`config.mk`:
```
export PLATFORM = sky130hd
export DESIGN_NAME = counter_wait_slot_table_unit
export DESIGN_NICKNAME = d
export VERILOG_FILES = /design/src/hw/rtl/cwst_pkg.sv /design/src/hw/rtl/cwst_ram.sv /design/src/hw/rtl/counter_wait_slot_table_unit.sv
export SDC_FILE = /design/constraint.sdc
export NUM_CORES = 1
export LEC_CHECK = 0
export BUFFER_PORTS_ARGS = -buffer_cell sky130_fd_sc_hd__buf_4
export CAP_MARGIN = 10
export CORE_MARGIN = 5
export CORE_UTILIZATION = 40
export CTS_CLUSTER_SIZE = 40
export DETAILED_ROUTE_END_ITERATION = 6
export GPL_ROUTABILITY_DRIVEN = 0
export SYNTH_ARGS = -nofsm -noshare
export SYNTH_HDL_FRONTEND = slang
export SYNTH_HIERARCHICAL = 1
export SYNTH_SLANG_ARGS = --single-unit
export TNS_END_PERCENT = 1
```
`constraint.sdc`:
```
create_clock -name aclk -period 8.35 [get_ports aclk]
set_input_delay 0.835 -clock aclk [delete_from_list [all_inputs] [get_ports aclk]]
set_output_delay 0.835 -clock aclk [all_outputs]
set_load 0.01 [all_outputs]
```
`src/hw/rtl/cwst_pkg.sv`:
```
// Shared types and codes for the counter wait slot table.
// No dependencies; imported by the top level and the checker.
package cwst_pkg;

    localparam int KIND_W   = 3;
    localparam int FIBER_W  = 16;
    localparam int VALUE_W  = 32;
    localparam int THREAD_W = 7;

    // Command codes
    localparam logic CMD_ADD    = 1'b0;
    localparam logic CMD_UPDATE = 1'b1;

    // Result kind codes
    localparam logic [KIND_W-1:0] KIND_QUEUED    = 3'd0;
    localparam logic [KIND_W-1:0] KIND_READY_ADD = 3'd1;
    localparam logic [KIND_W-1:0] KIND_FULL      = 3'd2;
    localparam logic [KIND_W-1:0] KIND_RELEASED  = 3'd3;
    localparam logic [KIND_W-1:0] KIND_NONE      = 3'd4;

    // One wait slot as stored in the slot memory
    typedef struct packed {
        logic [VALUE_W-1:0]  target;
        logic [FIBER_W-1:0]  waiter;
        logic [THREAD_W-1:0] thread;
    } slot_entry_t;

    localparam int ENTRY_W = $bits(slot_entry_t);

endpackage

```
`src/hw/rtl/cwst_ram.sv`:
```
// Generic single-port-write, single-port-read RAM with registered read data.
// No dependencies.
module cwst_ram #(
    parameter int WIDTH = 8,
    parameter int DEPTH = 16
) (
    input  logic                                  aclk,
    input  logic                                  wr_en,
    input  logic [((DEPTH > 1) ? $clog2(DEPTH) : 1)-1:0] wr_addr,
    input  logic [WIDTH-1:0]                      wr_data,
    input  logic                                  rd_en,
    input  logic [((DEPTH > 1) ? $clog2(DEPTH) : 1)-1:0] rd_addr,
    output logic [WIDTH-1:0]                      rd_data
);

    logic [WIDTH-1:0] mem [DEPTH];
    logic [WIDTH-1:0] rd_data_reg;

    // Write on enable; read data holds until the next read
    always_ff @(posedge aclk) begin
        if (wr_en) begin
            mem[wr_addr] <= wr_data;
        end
        if (rd_en) begin
            rd_data_reg <= mem[rd_addr];
        end
    end

    assign rd_data = rd_data_reg;

endmodule

```
`src/hw/rtl/counter_wait_slot_table_unit.sv`:
```
// Counter wait slot table: slot contents in one RAM, busy bits in flops.
// Add: the result register loads on the transfer; the next add may follow at once
// when the output is free. Update: one RAM read per busy slot, each compared with
// the new count, then a finish step that sends the last result; output stalls
// can hold the scan. One item is in work at a time.
// Reset clears busy bits, the count and all control state; no clearing pass.
module counter_wait_slot_table_unit #(
    parameter int SLOTS = 16
) (
    input  logic                            aclk,
    input  logic                            aresetn,
    input  logic                            s_valid,
    output logic                            s_ready,
    input  logic                            s_command,
    input  logic [cwst_pkg::FIBER_W-1:0]    s_fiber_id,
    input  logic [cwst_pkg::VALUE_W-1:0]    s_target_value,
    input  logic [cwst_pkg::THREAD_W-1:0]   s_pinned_thread,
    input  logic [cwst_pkg::VALUE_W-1:0]    s_new_value,
    output logic                            m_valid,
    input  logic                            m_ready,
    output logic [cwst_pkg::KIND_W-1:0]     m_kind,
    output logic [cwst_pkg::FIBER_W-1:0]    m_ready_fiber,
    output logic [cwst_pkg::THREAD_W-1:0]   m_ready_thread,
    output logic                            m_last
);

    import cwst_pkg::*;

    localparam int IDX_W = (SLOTS > 1) ? $clog2(SLOTS) : 1;

    typedef enum logic {ST_IDLE, ST_SCAN} state_t;

    state_t               state_reg, state_next;
    logic [SLOTS-1:0]     busy_reg, busy_next;
    logic [SLOTS-1:0]     pend_reg, pend_next;
    logic [VALUE_W-1:0]   count_reg, count_next;
    logic                 cmp_v_reg, cmp_v_next;
    logic [IDX_W-1:0]     cmp_idx_reg, cmp_idx_next;
    logic                 hold_v_reg, hold_v_next;
    logic [FIBER_W-1:0]   hold_fiber_reg, hold_fiber_next;
    logic [THREAD_W-1:0]  hold_thread_reg, hold_thread_next;
    logic                 m_valid_reg, m_valid_next;
    logic [KIND_W-1:0]    m_kind_reg, m_kind_next;
    logic [FIBER_W-1:0]   m_fiber_reg, m_fiber_next;
    logic [THREAD_W-1:0]  m_thread_reg, m_thread_next;
    logic                 m_last_reg, m_last_next;

    logic                 wr_en;
    logic                 rd_en;
    logic [IDX_W-1:0]     free_idx;
    logic [IDX_W-1:0]     pend_idx;
    slot_entry_t          wr_entry;
    slot_entry_t          rd_entry;
    logic [ENTRY_W-1:0]   rd_data;
    logic                 out_free;
    logic                 match;
    logic                 stall;

    // Slot memory: target, waiter and thread per slot
    cwst_ram #(
        .WIDTH (ENTRY_W),
        .DEPTH (SLOTS)
    ) u_slot_ram (
        .aclk    (aclk),
        .wr_en   (wr_en),
        .wr_addr (free_idx),
        .wr_data (wr_entry),
        .rd_en   (rd_en),
        .rd_addr (pend_idx),
        .rd_data (rd_data)
    );

    assign rd_entry = slot_entry_t'(rd_data);

    // Find the lowest free slot
    always_comb begin
        free_idx = '0;
        for (int i = SLOTS - 1; i >= 0; i--) begin
            if (!busy_reg[i]) begin
                free_idx = IDX_W'(i);
            end
        end
    end

    // Find the lowest slot still to be scanned
    always_comb begin
        pend_idx = '0;
        for (int i = SLOTS - 1; i >= 0; i--) begin
            if (pend_reg[i]) begin
                pend_idx = IDX_W'(i);
            end
        end
    end

    assign out_free = !m_valid_reg || m_ready;
    assign s_ready  = (state_reg == ST_IDLE) && out_free;
    assign match    = cmp_v_reg && (rd_entry.target == count_reg);
    assign stall    = match && hold_v_reg && !out_free;

    assign wr_entry.target = s_target_value;
    assign wr_entry.waiter = s_fiber_id;
    assign wr_entry.thread = s_pinned_thread;

    // Next-state logic
    always_comb begin
        state_next       = state_reg;
        busy_next        = busy_reg;
        pend_next        = pend_reg;
        count_next       = count_reg;
        cmp_v_next       = cmp_v_reg;
        cmp_idx_next     = cmp_idx_reg;
        hold_v_next      = hold_v_reg;
        hold_fiber_next  = hold_fiber_reg;
        hold_thread_next = hold_thread_reg;
        m_valid_next     = m_valid_reg;
        m_kind_next      = m_kind_reg;
        m_fiber_next     = m_fiber_reg;
        m_thread_next    = m_thread_reg;
        m_last_next      = m_last_reg;
        wr_en            = 1'b0;
        rd_en            = 1'b0;

        // Drop the result once its transfer completes
        if (m_valid_reg && m_ready) begin
            m_valid_next = 1'b0;
        end

        case (state_reg)
            ST_IDLE: begin
                if (s_valid && s_ready) begin
                    if (s_command == CMD_ADD) begin
                        // Answer the add at once
                        m_valid_next  = 1'b1;
                        m_last_next   = 1'b1;
                        m_fiber_next  = '0;
                        m_thread_next = '0;
                        if (&busy_reg) begin
                            m_kind_next = KIND_FULL;
                        end else if (s_target_value == count_reg) begin
                            m_kind_next   = KIND_READY_ADD;
                            m_fiber_next  = s_fiber_id;
                            m_thread_next = s_pinned_thread;
                        end else begin
                            m_kind_next         = KIND_QUEUED;
                            wr_en               = 1'b1;
                            busy_next[free_idx] = 1'b1;
                        end
                    end else begin
                        // Store the count and scan every busy slot
                        count_next  = s_new_value;
                        pend_next   = busy_reg;
                        cmp_v_next  = 1'b0;
                        hold_v_next = 1'b0;
                        state_next  = ST_SCAN;
                    end
                end
            end
            ST_SCAN: begin
                if (!cmp_v_reg && (pend_reg == '0)) begin
                    // Finish: flush the held release as last, or report none
                    if (out_free) begin
                        m_valid_next = 1'b1;
                        m_last_next  = 1'b1;
                        if (hold_v_reg) begin
                            m_kind_next   = KIND_RELEASED;
                            m_fiber_next  = hold_fiber_reg;
                            m_thread_next = hold_thread_reg;
                        end else begin
                            m_kind_next   = KIND_NONE;
                            m_fiber_next  = '0;
                            m_thread_next = '0;
                        end
                        hold_v_next = 1'b0;
                        state_next  = ST_IDLE;
                    end
                end else begin
                    // Release a matching slot; the previous release goes out
                    if (match && !stall) begin
                        if (hold_v_reg) begin
                            m_valid_next  = 1'b1;
                            m_last_next   = 1'b0;
                            m_kind_next   = KIND_RELEASED;
                            m_fiber_next  = hold_fiber_reg;
                            m_thread_next = hold_thread_reg;
                        end
                        hold_v_next            = 1'b1;
                        hold_fiber_next        = rd_entry.waiter;
                        hold_thread_next       = rd_entry.thread;
                        busy_next[cmp_idx_reg] = 1'b0;
                    end
                    // Advance the read to the next busy slot
                    if (!stall) begin
                        if (pend_reg != '0) begin
                            rd_en               = 1'b1;
                            pend_next[pend_idx] = 1'b0;
                            cmp_idx_next        = pend_idx;
                            cmp_v_next          = 1'b1;
                        end else begin
                            cmp_v_next = 1'b0;
                        end
                    end
                end
            end
            default: begin
                state_next = ST_IDLE;
            end
        endcase
    end

    // State and registered outputs
    always_ff @(posedge aclk) begin
        if (!aresetn) begin
            state_reg   <= ST_IDLE;
            busy_reg    <= '0;
            pend_reg    <= '0;
            count_reg   <= '0;
            cmp_v_reg   <= 1'b0;
            hold_v_reg  <= 1'b0;
            m_valid_reg <= 1'b0;
        end else begin
            state_reg   <= state_next;
            busy_reg    <= busy_next;
            pend_reg    <= pend_next;
            count_reg   <= count_next;
            cmp_v_reg   <= cmp_v_next;
            hold_v_reg  <= hold_v_next;
            m_valid_reg <= m_valid_next;
        end
        cmp_idx_reg     <= cmp_idx_next;
        hold_fiber_reg  <= hold_fiber_next;
        hold_thread_reg <= hold_thread_next;
        m_kind_reg      <= m_kind_next;
        m_fiber_reg     <= m_fiber_next;
        m_thread_reg    <= m_thread_next;
        m_last_reg      <= m_last_next;
    end

    assign m_valid        = m_valid_reg;
    assign m_kind         = m_kind_reg;
    assign m_ready_fiber  = m_fiber_reg;
    assign m_ready_thread = m_thread_reg;
    assign m_last         = m_last_reg;

endmodule

```
==> impl_results.md, run 1 <==
- Outcome: finished, final reports clean
- Worst-Skew Late Latency: 0.68 ns
- Setup Skew: 0.0445 ns
- Post-synth ARST share: 0%
- Req. time, crit path: 8.63 ns
- Hold-fix buffers, CTS: 0
- Rel. slew slack: 23.1%
- Post-CTS Setup Bufs: 0
- Wirelength per Cell: 28.0 um
- Core ar.: 100000 sq um
- Adder-Cell Fraction of Synth Area: 0%
- Drt pass-1 iters: 6
- Cell taking the most area after synthesis: edfxtp_1
- Post-Route WL: 99600 um
- VDD IR max: 0.000163 V
- Leakage power: 14.2 nW
- Post-synthesis compound-gate area fraction: 4.60%
- Worst setup SP type: flop
- Simple-gate share of the synthesized area: 3.49%
- Data arrival, critical path: 4.70 ns
- Yosys reg bits: 1057
- Reg2Reg Depth: 9
- Port bufs: 120
- Post-layout nets: 2255
- Leading cell types by count after synthesis: 989 x edfxtp_1, 220 x mux4_2, 159 x nand2_1, 110 x a22oi_1, 68 x dfxtp_1
- Chip Width: 328 um
- H-tree level count: 3
- Largest net degree at the start of global routing: 134
- Cell Pwr Density: 235 nW/um^2
- Synth warnings: 6
- Total number of vias: 20500
- Syn Std Cell Area: 40400 sq um
- Max FO, Critical Path: 33
- Total gr overflow: 0
- Worst-Margin Slew: 1.15 ns
- Initial DRC count: 2493
- Initial Util: 40.3%
- Die area: 107000 sq um
- Mux share of post-synthesis cell area: 12.3%
- Finish-stage setup viols: 0
- Min-delay worst type: reg2reg
- Die height: 328 um
- Layout cell share with drive strength beyond 1: 25.3%
- Multi-input gate area: 8910 sq um
- Tcrit/Tclk final: 52.9%
- First-pass GRT wire length: 145000 um
- Crit path time final: 4.42 ns
- Root Driver: clkbuf_16
- Syn-to-layout area delta: 14.9%
- Post-route ant nets: 0
- CTS clk-pin slew, worst paths: 0.06 ns
- FMAX: 226 MHz
- Via/cell ratio: 5.76
- Placed wire-length estimate: 52400 um
- Max-Cap Viols: 0
- Post-synthesis xor/xnor area fraction: 1.37%
- Number of global-route vias before repair: 20900
- Synth cell types: 59
- Sink Count: 1057
- Worst Hold Depth: 0
- RSZ-0062 raised after global routing: false
- Top cells by area, synth: edfxtp_1 74%, mux4_2 12%, dfxtp_1 3.4%
- Syn nets: 2087
- Setup TNS: 0 ns
- Max reg flops: 880
- Average size of a mapped cell: 20.2 sq um
- Fill count: 8277
- CTS buffer count: 105
- Worst setup EP type: flop
- Total track usage: 18.3%
- Post-route DRC: 0
- Synthesized instance count: 1995
- Largest family of logic cells by synthesized area: multiplexers
- Post-synth EDFFs: 989
- Final hold violations: 0
- Post-synthesis sequential area ratio: 76.9%
- TritonCTS clock tree: done
- Num rows: 116
- Initial antenna violation count: 8
- Total Power: 0.0109 W
- Count leader, synth: edfxtp_1
- Synth Flop Type: edfxtp_1
- Post-CTS resize count: 0
- Max clock buf depth: 3
- Share of the synthesized area in the top cell type: 73.5%
- Crit Path Category: reg2reg
- Register area: 31100 sq um
- Final Max Tran Viols: 0
- Ports: 121
## cells in the final DEF, fill, tap and decap left out, drive strengths merged, types with 7 or more instances in the layout
master / synthesis / layout
o21ai: 24 / 24
nand2: 159 / 159
nor2b: 9 / 9
a21boi: 39 / 39
buf: 37 / 160
clkbuf: 62 / 141
a22oi: 110 / 110
inv: 13 / 15
nor2: 32 / 32
dfxtp: 68 / 68
xnor2: 62 / 62
mux4: 220 / 220
edfxtp: 989 / 989
nand2b: 9 / 9
nor4: 11 / 11
nand4: 26 / 26
nor3: 7 / 7
clkinv: 0 / 36
nand3: 11 / 11
o211ai: 14 / 14
a22o: 23 / 23
bufinv: 0 / 14
## power breakdown
group | total, W | switching (W) | leakage, nW | internal [W]
Sequential | 0.00584 | 0.0000214 | 9.47 | 0.00582
Combinational | 0.000268 | 0.000172 | 3.05 | 0.0000964
Clock | 0.00478 | 0.00195 | 1.72 | 0.00284
## final cells by class
cell class | instances | area share, %
Tap cell | 1298 | 3.50
Multi-Input combinational cell | 826 | 19.2
Timing Repair Buffer | 160 | 2.64
Inverter | 13 | 0.137
Antenna cell | 5 | 0.0270
Clock buffer | 141 | 6.17
Clock inverter | 53 | 1.39
Sequential cell | 1057 | 66.9
## worst paths after layout
kind,startpoint,to,slack [ns]
setup reg to reg,busy_reg[15],u_slot_ram/mem[2][13],3.93
hold reg to reg,u_slot_ram/rd_data[2],hold_thread_reg[2],0.42
hold / removal,u_slot_ram/rd_data[2],hold_thread_reg[2],0.42
setup / recovery,busy_reg[15],u_slot_ram/mem[2][13],3.93
## metrics by stage
stage | hold WS, ns | worst slack [ns] | instance area (sq um) | std cells | utilization (%)
2_1_floorplan | 0.400 | 1.87 | 40400 | 1995 | -
3_3_place_gp | 0.401 | 3.71 | 42900 | 3353 | 42.8
3_5_place_dp | 0.405 | 3.61 | 42900 | 3353 | 42.8
4_1_cts | 0.390 | 3.98 | 46400 | 3547 | 46.3
5_1_grt | 0.425 | 3.79 | 46400 | 3549 | 46.3
6_report | 0.415 | 3.93 | 46400 | 3553 | 46.3
## per-layer routing
metal	vias up	wire, um	global-route usage (%)
li1	8588	-	-
met1	10900	41400	26.0
met2	859	48000	29.5
met3	145	8330	3.75
met4	6	1910	4.52
met5	-	41	0
## worst max-delay path, stage by stage (launching register included)
cell	delay [ns]
dfxtp_1	0.39
nand2b_1	0.13
a21oi_1	0.06
o311ai_0	0.44
a21boi_0	0.25
o21ai_0	0.35
inv_1	0.28
nand2b_1	0.42
nor2_4	0.96
buf_4	0.71
## cells by family (layout without fill, tap and decap cells)
kind of cell | after synthesis | count (layout)
flip-flops | 1057 | 1057
AND/OR/NAND/NOR | 295 | 295
buffers and inverters | 112 | 367
other | 0 | 5
multiplexers | 220 | 220
AO/OA/AOI/OAI | 248 | 248
XOR/XNOR | 63 | 63
(Power assumes the default switching activity.)
==> inputs of run 2 (changes only) <==
--- a/config.mk
+++ b/config.mk
@@ -5,6 +5,7 @@
 export SDC_FILE = /design/constraint.sdc
 export NUM_CORES = 1
 export LEC_CHECK = 0
+export ABC_AREA = 1
 export BUFFER_PORTS_ARGS = -buffer_cell sky130_fd_sc_hd__buf_4
 export CAP_MARGIN = 10
 export CORE_MARGIN = 5
==> constraint.sdc (replaced) <==
create_clock -name aclk -period 4 [get_ports aclk]
set_input_delay 0.4 -clock aclk [delete_from_list [all_inputs] [get_ports aclk]]
set_output_delay 0.4 -clock aclk [all_outputs]
set_load 0.01 [all_outputs]
==> run 2 against run 1 <==
  * Sequential power grew 120%
  * Cell count rose by 75%
  * Hold slack got worse by 0.38 ns
  * Register-to-register slack worse by 3.3 ns
  * Routed wire length rose by 27%
  * Synthesized cell count rose by 130%
  * Clock power up 120%
  * Clock skew down 0.0083 ns
  * Critical endpoint is now u_slot_ram/rd_data[15]
==> impl_results.md, run 2 <==
- Initial antenna violation count: 10
- Largest net degree at the start of global routing: 123
- Chip Width: 349 um
- Syn Std Cell Area: 45900 sq um
- Leading cell types by count after synthesis: 1368 x nand2_1, 989 x edfxtp_1, 803 x inv_1, 694 x nand3_1, 113 x buf_2
- Min-delay worst type: in2reg
- Post-synthesis sequential area ratio: 67.6%
- Tcrit/Tclk final: 84.4%
- Num rows: 124
- Rel. slew slack: 33.7%
- Post-synthesis compound-gate area fraction: 2.05%
- Wirelength per Cell: 20.3 um
- Crit Path Category: reg2reg
- Drt pass-1 iters: 6
- Initial DRC count: 3093
- Initial Util: 40.2%
- Cell taking the most area after synthesis: edfxtp_1
- Sink Count: 1057
- Post-CTS resize count: 0
- Die height: 349 um
- Setup TNS: 0 ns
- Port bufs: 120
- Syn nets: 4596
- Synthesized instance count: 4504
- Multi-input gate area: 10700 sq um
- Ports: 121
- Util after Layout: 45.9%
- Max clock buf depth: 3
- Total track usage: 20.2%
- Number of global-route vias before repair: 29100
- Fill count: 10500
- Mux share of post-synthesis cell area: 0%
- Max reg flops: 880
- TritonCTS clock tree: done
- CP max stage cell: clkinv_2
- RSZ-0062 raised after global routing: false
- Placed wire-length estimate: 68600 um
- Yosys reg bits: 1057
- Synth cell types: 40
- Top cells by area, synth: edfxtp_1 65%, nand2_1 11%, nand3_1 7.6%
- VDD IR max: 0.000425 V
- Synth Flop Type: edfxtp_1
- Synth warnings: 6
- Hold-fix buffers, CTS: 12
- Worst setup EP type: flop
- Commonest non-fill, non-tap cell in the layout: nand2_1
- CTS clk-pin slew, worst paths: 0.06 ns
- Adder-Cell Fraction of Synth Area: 0%
- Commonest non-fill, non-tap cells in the layout: 1368 x nand2_1, 989 x edfxtp_1, 799 x inv_1, 693 x nand3_1, 162 x buf_4
- Post-Route WL: 126000 um
- Post-layout nets: 4704
- Via/cell ratio: 5.04
- Post-route DRC: 0
- Root Driver: clkbuf_16
- Worst-path cell chain: nand2_1 -> nand2_1 -> nor2_1 -> nand4_1 -> nor2_1 -> nand3_1 -> nor2_1 -> nand3_1 -> nand2_1 -> clkinv_2 -> buf_4
- Largest family of logic cells by synthesized area: simple AND/OR/NAND/NOR gates
- Total number of vias: 31400
- Data arrival, critical path: 3.76 ns
- First-pass GRT wire length: 188000 um
- Req. time, crit path: 4.39 ns
- Die area: 122000 sq um
- Worst setup SP type: flop
- Core ar.: 114000 sq um
- Average size of a mapped cell: 10.2 sq um
- Setup Skew: 0.0362 ns
- Post-CTS Setup Bufs: 0
- Count leader, synth: nand2_1
- Crit path time final: 3.38 ns
- Post-synth ARST share: 0%
- Max-Cap Viols: 0
- Cell Pwr Density: 541 nW/um^2
- Worst-Margin Slew: 0.995 ns
- Post-synth EDFFs: 989
- Final Max Tran Viols: 0
- Layout cell share with drive strength beyond 1: 8.90%
- Finish-stage setup viols: 0
- Post-synthesis xor/xnor area fraction: 0.534%
- Share of the synthesized area in the top cell type: 64.7%
- Worst-Skew Late Latency: 0.69 ns
- Total gr overflow: 0
- Post-route ant nets: 0
- Syn-to-layout area delta: 14.0%
- Outcome: finished, final reports clean
- CTS buffer count: 106
- Register area: 31100 sq um
- Max FO, Critical Path: 24
- Final hold violations: 0
- FMAX: 296 MHz
- CP max stage delay: 0.69 ns
- Leakage power: 21.8 nW
- Simple-gate share of the synthesized area: 20.3%
- H-tree level count: 3
==> run 2: changes by cell type after synthesis, sizes merged, moves of 40 or more <==
cell / delta
a21oi: +67
inv: +812
nand3: +683
nor2: +75
o21ai: +40
nand2: +1210
buf: +131
mux4: -220
a22oi: -110
==> run 2: kinds of logic after synthesis <==
| kind of cell | after synthesis |
|---|---|
| xor+xnor | 28 |
| buf+inv | 1033 |
| simple gates | 2214 |
| compound gates | 172 |
| flops | 1057 |
==> run 2: per-layer routing <==
| layer | up-vias | share of wire (%) | GRT usage (%) |
|---|---|---|---|
| met2 | 1137 | 47 | 32.9 |
| li1 | 14800 | - | - |
| met3 | 217 | 6.8 | 2.61 |
| met5 | - | 0.045 | 0 |
| met1 | 15200 | 44 | 28.7 |
| met4 | 8 | 2.6 | 5.78 |
==> run 2: final timing paths <==
| path | from | end | slack [ns] | cells past startpoint |
|---|---|---|---|---|
| max | u_slot_ram/rd_data[48] | u_slot_ram/rd_data[15] | 0.62 | 11 |
| min | s_new_value[12] | count_reg[12] | 0.04 | 3 |
| max reg2reg | u_slot_ram/rd_data[48] | u_slot_ram/rd_data[15] | 0.62 | 11 |
| min reg2reg | u_slot_ram/rd_data[17] | hold_fiber_reg[10] | 0.42 | 0 |
==> run 2: worst max-delay path, delay by kind of cell (launching register included) <==
kind                   cells  cell delay [ns]
buffers and inverters      2             1.22
DFF                        1             0.46
and+or+nand+nor            9             1.37
==> run 2: report_power, final <==
group          switching [W]  leakage [nW]  internal (W)
combinational        0.00386          10.5       0.00161
sequential          0.000145          9.49        0.0124
clock                0.00432          1.74       0.00593
==> run 2: final cells by class <==
type                    instances  area share (%)
flip-flops and latches       1057            59.3
multi-input cells            2414            20.4
inverters                     828            6.02
clock buffers                 122            5.18
repair buffers                205            3.74
well taps                    1512            3.61
clock inverters                80            1.71
diodes                          3          0.0143
==> run 2: through the flow <==
| step | instances | setup slack, ns | hold slack, ns | total power, W | cell area [sq um] |
|---|---|---|---|---|---|
| 3_5_place_dp | 6004 | 0.715 | 0.406 | 0.0183 | 48600 |
| 4_1_cts | 6218 | 0.683 | 0.000482 | 0.0285 | 52400 |
| 2_1_floorplan | 4504 | -0.280 | 0.400 | 0.0166 | 45900 |
| 3_3_place_gp | 6004 | 0.672 | 0.405 | 0.0182 | 48600 |
| 6_report | 6221 | 0.623 | 0.0382 | 0.0283 | 52400 |
| 5_1_grt | 6218 | 0.421 | 0.0372 | 0.0296 | 52400 |
